==> src/hdl/tlaik_pkg.sv <==
// Shared constants, types and CORDIC angle table for the two-link arm IK pipeline.
package tlaik_pkg;

   localparam int LEN_W        = 14;
   localparam int POS_W        = 16;
   localparam int ANG_W        = 16;
   localparam int SQRT_STEPS   = 32;
   localparam int SQ_W         = 64;
   localparam int ND_W         = 34;
   localparam int VEC_W        = 45;
   localparam int ROT_W        = 34;
   localparam int ZR_W         = 33;
   localparam int CORDIC_STEPS = 24;
   localparam int NORM_STEPS   = 6;
   localparam int NORM_TOP     = 41;
   localparam int STEP_W       = $clog2(SQRT_STEPS);

   localparam logic [LEN_W-1:0] LINK_RESET = 14'd4096;
   localparam logic [ANG_W-1:0] ANG_PI     = 16'h8000;

   typedef logic [STEP_W-1:0]        step_type;
   typedef logic [SQ_W-1:0]          sq_word_type;
   typedef logic signed [ND_W-1:0]   nd_type;
   typedef logic signed [VEC_W-1:0]  vec_word_type;
   typedef logic signed [ROT_W-1:0]  rot_word_type;
   typedef logic signed [ZR_W-1:0]   zr_type;

   localparam rot_word_type CORDIC_START = 34'sd652032874;
   localparam zr_type       QUARTER_TURN = 33'sd1073741824;
   localparam zr_type       HALF_TURN    = 33'sd2147483648;

   localparam logic [31:0] ATAN_TAB [CORDIC_STEPS] = '{
      32'h20000000, 32'h12E4051E, 32'h09FB385B, 32'h051111D4, 32'h028B0D43, 32'h0145D7E1,
      32'h00A2F61E, 32'h00517C55, 32'h0028BE53, 32'h00145F2F, 32'h000A2F98, 32'h000517CC,
      32'h00028BE6, 32'h000145F3, 32'h0000A2F9, 32'h0000517C, 32'h000028BE, 32'h0000145F,
      32'h00000A2F, 32'h00000517, 32'h0000028B, 32'h00000145, 32'h000000A2, 32'h00000051
   };

   typedef enum logic [0:0] {
      CSR_UPPER_LINK = 1'b0,
      CSR_LOWER_LINK = 1'b1
   } csr_index_type;

   typedef struct packed {
      sq_word_type rem;
      sq_word_type root;
   } sqrt_state_type;

   typedef struct packed {
      vec_word_type x;
      vec_word_type y;
      logic [31:0]  z;
   } vec_state_type;

   typedef struct packed {
      rot_word_type x;
      rot_word_type y;
      zr_type       z;
   } rot_state_type;

endpackage

==> src/hdl/tlaik_sqrt_cell.sv <==
// One restoring square-root step: decides one root bit and registers the partial result.
module tlaik_sqrt_cell (
   input  logic                       clock,
   input  logic                       adv,
   input  tlaik_pkg::step_type        step,
   input  tlaik_pkg::sqrt_state_type  st_i,
   output tlaik_pkg::sqrt_state_type  st_o
);

   logic [6:0]                pos;
   tlaik_pkg::sq_word_type    bit_val;
   tlaik_pkg::sq_word_type    trial;
   tlaik_pkg::sqrt_state_type st_in;
   tlaik_pkg::sqrt_state_type st_ff;

   always_comb begin
      pos     = 7'(tlaik_pkg::SQ_W - 2) - 7'({step, 1'b0});
      bit_val = tlaik_pkg::sq_word_type'(1) << pos;
      trial   = st_i.root + bit_val;
      if (st_i.rem >= trial) begin
         st_in.rem  = st_i.rem - trial;
         st_in.root = (st_i.root >> 1) + bit_val;
      end else begin
         st_in.rem  = st_i.rem;
         st_in.root = st_i.root >> 1;
      end
   end

   always_ff @(posedge clock) begin
      if (adv) begin
         st_ff <= st_in;
      end
   end

   assign st_o = st_ff;

endmodule

==> config.mk <==
export PLATFORM = sky130hd
export DESIGN_NAME = tlaik_sqrt_cell
export DESIGN_NICKNAME = d
export VERILOG_FILES = /design/src/hdl/tlaik_pkg.sv /design/src/hdl/tlaik_sqrt_cell.sv
export SDC_FILE = /design/constraint.sdc
export NUM_CORES = 1
export LEC_CHECK = 0
export BUFFER_PORTS_ARGS = -buffer_cell sky130_fd_sc_hd__buf_4
export CELL_PAD_IN_SITES_DETAIL_PLACEMENT = 0
export CELL_PAD_IN_SITES_GLOBAL_PLACEMENT = 1
export CORE_MARGIN = 2
export CORE_UTILIZATION = 39
export CTS_CLUSTER_DIAMETER = 60
export DETAILED_ROUTE_END_ITERATION = 12
export GPL_ROUTABILITY_DRIVEN = 0
export PLACE_DENSITY_LB_ADDON = 0.1
export REMOVE_ABC_BUFFERS = 1
export SYNTH_ARGS = -nofsm -noshare
export SYNTH_HDL_FRONTEND = slang
export SYNTH_SLANG_ARGS = --single-unit
export TNS_END_PERCENT = 5
==> constraint.sdc <==
create_clock -name clock -period 6.6 [get_ports clock]
set_clock_uncertainty 0.15 [all_clocks]
set_input_delay 1.32 -clock clock [delete_from_list [all_inputs] [get_ports clock]]
set_output_delay 1.32 -clock clock [all_outputs]
set_load 0.02 [all_outputs]
==> summary.txt <==
Core Box Area: 0.03635 mm2
Max Clk Rate: 154.5 MHz
Final Slew Violations: 0
RSZ-0062 raised after global routing: yes
Global-route wire length before repair: 82.88 mm
Most common cell after layout, fill and taps aside: buf_4
Worst EP required: 6660 ps
CTS Root Cell: clkbuf_16
H-tree depth: 4
CP Class: in2reg
WL per Instance: 19.52 um
Via total after detailed routing: 15610
Worst path buffer plus inverter count: 7
N_diodes: 0
Post-detail-place hpwl: 43.51 mm
Most frequent CP cell: buf_4
P&R area growth vs syn: 41.44%
Hold worst-path end: st_o[71]$_DFFE_PP_
Post-layout minimum cycle time: 6472 ps
Worst-Margin Slew: 772.3 ps
Nets: 2599
Critical Path End Type: flop
CP peak stage delay: 410 ps
Cell Area, Synth: 0.01431 mm2
CTS tree: yes
Yosys warns: 0
Via-to-Cell Ratio: 5.541
Rows: 70
PD cells: 178.4 mW/mm2
Ys flop type: edfxtp_1
Die width: 195.6 um
Total Wirelength: 54.98 mm
Final hold vios: 0
Overall routing resource usage: 27.73%
TNS Setup: 0 ps
Max FFs per register: 128
Cts bufs inserted: 17
Worst path slowest cell: a311o_2
Final setup vio count: 0
ANT nets after route: 0
Syn_area_per_cell: 8.051 um2
Tot Pwr: 3.611 mW
Most frequent cells in the layout: buf_4, nand2_1, o21ai_0
Total grt overflow: 0
Mapped Cells: 1778
Run status: finished clean
IO Port Bufs: 262
Share of layout cells above drive strength 1: 31.08%
Detailed Route Iter0 Violations: 1121
Leakage power total: 8.868 nW
FFs w/ async S/R, synth: 0%
DIE HEIGHT: 195.6 um
Delay-heaviest family, CP: simple AND/OR/NAND/NOR gates
Initial Util: 39.38%
Pre-Repair DR Iteration Count: 5
DRC viols: 0
Worst Hold Class: in2reg
Critical Path AT: 6530 ps
Min-Delay Startpoint: st_i[71]
Crit path max fanout: 12
IO Pins: 263
Worst hold stages: 3
Cell variety after synth: 85
Max clock buf depth: 2
Rel. slew slack: 48.51%
Largest net degree at the start of global routing: 57
Clock transition at path regs: 60 ps
Number of global-route vias before repair: 15350
FF+latch count, synth: 128
Critical Path Source Type: input port
Post-synth EDFFs: 128
Seq/Total Area, Yosys: 26.85%
Initial antenna violation count: 0
VDD IR max: 0.2005 mV
Hold Buf Count CTS: 0
Max Cap Violations: 0
Tcrit/Tclk final: 98.06%
CTS sink cnt: 128
Die area: 0.03825 mm2
-- power by group --
| group | internal [mW] | total (mW) | switching [mW] | leakage [nW] |
|---|---|---|---|---|
| Sequential | 1.03 | 1.06 | 0.0331 | 1.25 |
| Clock | 0.623 | 0.999 | 0.376 | 0.282 |
| Combinational | 0.693 | 1.55 | 0.859 | 7.34 |
-- synth_stat cells (all sizes together) (10+ instances only) --
cell type	number	area share [%]
nand2b	11	0.48
or3	10	0.45
a31oi	56	2.4
a21boi	20	1.0
xnor2	77	4.7
nor3	31	1.1
o31ai	23	1.2
a31o	15	0.92
o21bai	37	1.9
nor2	140	3.7
and2	19	0.84
or2	11	0.48
buf	22	1.0
a21oi	122	4.3
nand4	47	2.1
a211oi	20	1.1
inv	40	1.0
o21ai	181	6.3
nand3	34	1.2
ha	126	11
o21a	17	0.89
xor2	96	5.9
and3	21	0.96
clkbuf	49	1.3
o211ai	11	0.58
a21o	38	2.0
edfxtp	128	27
nor2b	16	0.70
nand2	260	6.8
and4	11	0.67
-- cell type report --
cell class              count  area (um2)
multi-input cells        1539       10320
clock inverters             9       140.1
well taps                 468       585.6
inverters                  40       150.1
flip-flops and latches    128        3844
repair buffers            611        4767
fillers                  3456       16100
clock buffers              22       444.2
-- repair_timing --
item,CTS,global route
setup buffers,2,11
endpoints found under the hold margin,0,0
cloned,1,3
pin swaps,2,28
gates resized for setup,9,71
endpoints found under the setup margin,107,128
-- kinds of logic after synthesis --
| kind of cell | count (synthesis) | synth area share [%] |
|---|---|---|
| flip-flops | 128 | 26.85 |
| buffers and inverters | 111 | 3.382 |
| XOR/XNOR | 173 | 10.58 |
| AO/OA/AOI/OAI | 606 | 27.31 |
| adder cells (fa/ha/maj) | 129 | 11.29 |
| AND/OR/NAND/NOR | 631 | 20.58 |
-- worst max path at each step --
stage | startpoint | endpoint | slack, ps | cells past startpoint
final | step[2] | st_o[123]$_DFFE_PP_ | 130 | 28
after global routing | step[2] | st_o[97]$_DFFE_PP_ | -90 | 27
after CTS | step[3] | st_o[123]$_DFFE_PP_ | 20 | 28
after detailed placement | step[2] | st_o[10]$_DFFE_PP_ | -660 | 25
after global placement | step[0] | st_o[123]$_DFFE_PP_ | -550 | 28
after floorplan | step[1] | st_o[16]$_DFFE_PP_ | -6060 | 22
-- metal layers --
| metal | vias to the layer above | routed length (um) | GRT usage (%) |
|---|---|---|---|
| li1 | 7767 | - | - |
| met1 | 7250 | 26380 | 39.84 |
| met2 | 511 | 24040 | 43.66 |
| met3 | 80 | 3261 | 3.506 |
| met4 | 0 | 1291 | 7.775 |
| met5 | - | 0 | 0 |
-- per-stage QoR --
stage	setup WS, ps	utilization (%)	instance area, um2	instances	hold slack, ps
floorplan	-6064	-	13980	1707	1283
finish	127.8	55.70	20250	2817	1005
global route	-93.79	55.70	20250	2817	1014
detailed placement	-662.6	52.52	19090	2769	1464
CTS	18.19	54.41	19780	2803	990.5
global placement	-545.7	52.52	19090	2769	1467
(Power assumes the default switching activity.)
