<file path="config.mk">
export PLATFORM = sky130hd
export DESIGN_NAME = tlaik_rot_cell
export DESIGN_NICKNAME = d
export VERILOG_FILES = /design/src/hdl/tlaik_pkg.sv /design/src/hdl/tlaik_rot_cell.sv
export SDC_FILE = /design/constraint.sdc
export NUM_CORES = 1
export LEC_CHECK = 0
export ABC_AREA = 1
export BUFFER_PORTS_ARGS = -buffer_cell sky130_fd_sc_hd__buf_4
export CAP_MARGIN = 5
export CORE_MARGIN = 2
export CORE_UTILIZATION = 60
export DETAILED_ROUTE_END_ITERATION = 16
export PLACE_DENSITY = 0.93
export SLEW_MARGIN = 20
export SYNTH_ARGS = -nofsm -noshare
export SYNTH_HDL_FRONTEND = slang
export SYNTH_SLANG_ARGS = --single-unit
</file>
<file path="constraint.sdc">
create_clock -name clock -period 11 [get_ports clock]
set_clock_uncertainty 0.15 [all_clocks]
set_input_delay 0.55 -clock clock [delete_from_list [all_inputs] [get_ports clock]]
set_output_delay 0.55 -clock clock [all_outputs]
set_load 0.05 [all_outputs]
</file>
<file path="src/hdl/tlaik_pkg.sv">
// Shared constants, types and CORDIC angle table for the two-link arm IK pipeline.
package tlaik_pkg;

   localparam int LEN_W        = 14;
   localparam int POS_W        = 16;
   localparam int ANG_W        = 16;
   localparam int SQRT_STEPS   = 32;
   localparam int SQ_W         = 64;
   localparam int ND_W         = 34;
   localparam int VEC_W        = 45;
   localparam int ROT_W        = 34;
   localparam int ZR_W         = 33;
   localparam int CORDIC_STEPS = 24;
   localparam int NORM_STEPS   = 6;
   localparam int NORM_TOP     = 41;
   localparam int STEP_W       = $clog2(SQRT_STEPS);

   localparam logic [LEN_W-1:0] LINK_RESET = 14'd4096;
   localparam logic [ANG_W-1:0] ANG_PI     = 16'h8000;

   typedef logic [STEP_W-1:0]        step_type;
   typedef logic [SQ_W-1:0]          sq_word_type;
   typedef logic signed [ND_W-1:0]   nd_type;
   typedef logic signed [VEC_W-1:0]  vec_word_type;
   typedef logic signed [ROT_W-1:0]  rot_word_type;
   typedef logic signed [ZR_W-1:0]   zr_type;

   localparam rot_word_type CORDIC_START = 34'sd652032874;
   localparam zr_type       QUARTER_TURN = 33'sd1073741824;
   localparam zr_type       HALF_TURN    = 33'sd2147483648;

   localparam logic [31:0] ATAN_TAB [CORDIC_STEPS] = '{
      32'h20000000, 32'h12E4051E, 32'h09FB385B, 32'h051111D4, 32'h028B0D43, 32'h0145D7E1,
      32'h00A2F61E, 32'h00517C55, 32'h0028BE53, 32'h00145F2F, 32'h000A2F98, 32'h000517CC,
      32'h00028BE6, 32'h000145F3, 32'h0000A2F9, 32'h0000517C, 32'h000028BE, 32'h0000145F,
      32'h00000A2F, 32'h00000517, 32'h0000028B, 32'h00000145, 32'h000000A2, 32'h00000051
   };

   typedef enum logic [0:0] {
      CSR_UPPER_LINK = 1'b0,
      CSR_LOWER_LINK = 1'b1
   } csr_index_type;

   typedef struct packed {
      sq_word_type rem;
      sq_word_type root;
   } sqrt_state_type;

   typedef struct packed {
      vec_word_type x;
      vec_word_type y;
      logic [31:0]  z;
   } vec_state_type;

   typedef struct packed {
      rot_word_type x;
      rot_word_type y;
      zr_type       z;
   } rot_state_type;

endpackage

</file>
<file path="src/hdl/tlaik_rot_cell.sv">
// One CORDIC rotation step: turns (x, y) by the table angle toward the residual angle.
module tlaik_rot_cell (
   input  logic                      clock,
   input  logic                      adv,
   input  tlaik_pkg::step_type       step,
   input  tlaik_pkg::rot_state_type  st_i,
   output tlaik_pkg::rot_state_type  st_o
);

   tlaik_pkg::rot_word_type  xs;
   tlaik_pkg::rot_word_type  ys;
   tlaik_pkg::zr_type        ang;
   tlaik_pkg::rot_state_type st_in;
   tlaik_pkg::rot_state_type st_ff;

   always_comb begin
      xs  = st_i.x >>> step;
      ys  = st_i.y >>> step;
      ang = $signed({1'b0, tlaik_pkg::ATAN_TAB[step]});
      if (!st_i.z[tlaik_pkg::ZR_W-1]) begin
         st_in.x = st_i.x - ys;
         st_in.y = st_i.y + xs;
         st_in.z = st_i.z - ang;
      end else begin
         st_in.x = st_i.x + ys;
         st_in.y = st_i.y - xs;
         st_in.z = st_i.z + ang;
      end
   end

   always_ff @(posedge clock) begin
      if (adv) begin
         st_ff <= st_in;
      end
   end

   assign st_o = st_ff;

endmodule

</file>
==> flow_summary_export.csv <==
group,metric,value,unit
cts,clock_sinks,101,
floorplanning,rows,57,
detailed_routing,vias,17380,
cts,clk_path_buf_depth,2,
setup_path,crit_fanout,72,
cells_and_area,fin_area,16740,sq um
cells_and_area,final_common_cell,"nand2_1",
placement,dp_cells,2830,
synth,seq_area_frac_synth,20.42,%
sta,maxSlewHeadroom,25.17,%
cts,cts_tree,"built",
setup_path,crit_required,10.93,ns
floorplanning,die_x,161.3,um
synth,post_synth_num_cell_types,53,
setup_path,critPathKind,"in -> reg",
cts,numCtsBuffers,9,
placement,postPlaceCellArea,16430,sq um
cts,h-tree-depth,3,
power_and_ir_drop,ir_drop,0.1541,mV
job,maxCapViolCount,0,
placement,port_buffers,208,
cts,path_clk_slew,0.08,ns
synth,synthesis.nets,2592,
floorplanning,dieArea,26020,sq um
detailed_routing,routed_via_density,6.113,
power_and_ir_drop,power_leakage,8.422,nW
detailed_routing,first_iter_violations,2467,
sta,final.min_clock_period,6.924,ns
synth,synth_top_flop_cell,"edfxtp_1",
global_route,grt_overflow_total,0,
cts,cts_root_buffer,"clkbuf_16",
sta,worstMarginPinSlew,1.121,ns
synth,syn_avg_cell_area,6.258,sq um
detailed_routing,drt-total-wl,52330,um
power_and_ir_drop,power,2.570,mW
global_route,antenna_found_initial,0,
global_route,grt_pass1_wl,82170,um
placement,hpwl,41790,um
detailed_routing,wire_per_inst,18.40,um
cells_and_area,insertedDiodeCount,0,
cells_and_area,area_growth_syn_to_layout,12.76,%
cells_and_area,largest_reg_flops,101,
sta,worst_hold_slack,0.3785,ns
floorplanning,core_area,24320,sq um
detailed_routing,ant_nets,0,
cells_and_area,mostFrequentLayoutCells,"755 x nand2_1, 362 x nand3_1, 213 x buf_4",
cells_and_area,fin_cells,2844,
synth,syn_area,14850,sq um
setup_path,critPathCaptureType,"flip-flop",
sta,fmax,0.1444,GHz
floorplanning,ios,209,
sta,min_period_over_period,62.94,%
synth,synth_warnings,0,
detailed_routing,drcViolationCount,0,
sta,hold_viol,0,
sta,grt_setup_unrepaired,"false",
synth,synth-edff-count,101,
global_route,grt_pass1_vias,15830,
synth,syn_inst,2373,
setup_path,worstSetupStartpointType,"primary input",
placement,place.gp.congestion,1.018,
power_and_ir_drop,cellPowerDensity,153.5,nW/um^2
cells_and_area,nNetsFinal,2736,
synth,ys_ff_latch,101,
cells_and_area,drive_above_1_share,11.31,%
sta,setup_viol,0,
cts,post_cts_resized,0,
floorplanning,fp.dieH,161.3,um
floorplanning,start_util,61.06,%
status,status,"finished clean",
sta,final_max_slew_viol_count,0,
sta,finalSetupTns,0,ns
detailed_routing,dr.pass1.iters,7,
setup_path,arrival,6.86,ns
synth,synthArstFlopShare,0,%
hold_path,worstHoldPathType,"in -> reg",
global_route,grt_max_degree,86,
cts,hold_buffers,0,
cts,cts_setup_buffers,0,
global_route,grtUsageTotal,39.26,%
[cells in the mapped netlist, types with 4 or more instances]
cell type  number  area [sq um]
nand2_1       755          2834
nand3_1       362          1812
inv_1         209         784.5
nor2_1        182         683.2
a21oi_1       131         655.6
xor2_1        110         963.4
ha_1          108          1351
edfxtp_1      101          3033
o21ai_0        83         415.4
xnor2_1        56         490.5
a31oi_1        29         181.4
buf_2          28         140.1
clkbuf_1       23         86.33
nand4_1        19         118.9
buf_1          14         52.55
nand2_2        13         81.33
nor3_1         13         65.06
nor2_2         12         75.07
a21o_1         11         82.58
o211ai_1       11         82.58
o21ai_1        10         50.05
buf_6           9         101.4
inv_2           9         33.78
o21a_1          9         67.56
a21boi_0        8         60.06
buf_4           6         45.04
nand3b_1        5         37.54
a211oi_1        4         30.03
o221a_2         4         45.04
or2_2           4         25.02
[routing by layer]
metal / GRT usage, % / vias to the layer above / wire length (um)
met5: 0 / - / 0
met1: 51.96 / 7818 / 20870
li1: - / 8222 / -
met4: 15.63 / 0 / 2390
met3: 5.598 / 183 / 5303
met2: 64.78 / 1161 / 23770
[worst max-delay path, stage by stage]
cell and delay [ns]:
buf_4 0.54, clkinv_2 0.97, ha_1 0.56, inv_1 0.10, nand2_2 0.10, nor2_4 0.17, nor2_1 0.07, inv_2 0.08
o221ai_1 0.15, inv_1 0.13, ha_1 0.16, inv_1 0.05, nor3_1 0.26, nand2_1 0.17, o21ai_1 0.26, xor2_1 0.16
inv_1 0.05, ha_1 0.36, a21oi_1 0.17, inv_1 0.08, a31oi_1 0.15, a21boi_0 0.52, inv_1 0.08, nand2_1 0.07
nand2_1 0.08, a21boi_0 0.35, o21ai_0 0.22, xor2_1 0.19
[power breakdown]
group / internal, mW / leakage, nW / switching (mW)
combinational: 0.496 / 7.29 / 1.11
sequential: 0.578 / 0.988 / 0.0298
clock: 0.199 / 0.146 / 0.160
total: 1.27 / 8.42 / 1.30
[cell type report]
type | instances | area, sq um
Multi-Input combinational cell | 1974 | 10580
Fill cell | 2144 | 7576
Sequential cell | 101 | 3033
Timing Repair Buffer | 213 | 1599
Inverter | 218 | 819.5
Tap cell | 324 | 405.4
Clock buffer | 9 | 225.2
Clock inverter | 5 | 86.33
[per-stage QoR]
stage	worst slack, ns	utilization (%)
3_5_place_dp	4.388	67.56
4_1_cts	4.754	68.84
5_1_grt	3.629	68.85
6_report	4.076	68.85
3_3_place_gp	4.758	67.56
2_1_floorplan	6.274	-
[worst paths after layout]
| path | from | end | slack (ns) | cells past startpoint |
|---|---|---|---|---|
| hold / removal | st_i[0] | st_o[0] | 0.38 | 2 |
| setup / recovery | step[0] | st_o[23] | 4.08 | 28 |
[logic make-up (layout without fill, tap and decap cells)]
family / Yosys count / after routing / share of synthesized area [%]
AOI/OAI and AO/OA: 320 / 320 / 12.50
xor gates and xnor gates: 166 / 166 / 9.791
adders and majority gates: 111 / 111 / 9.505
buffers and inverters: 298 / 445 / 8.375
DFF: 101 / 101 / 20.42
muxes: 1 / 1 / 0.06741
and+or+nand+nor: 1376 / 1376 / 39.33
(Power assumes the default switching activity.)
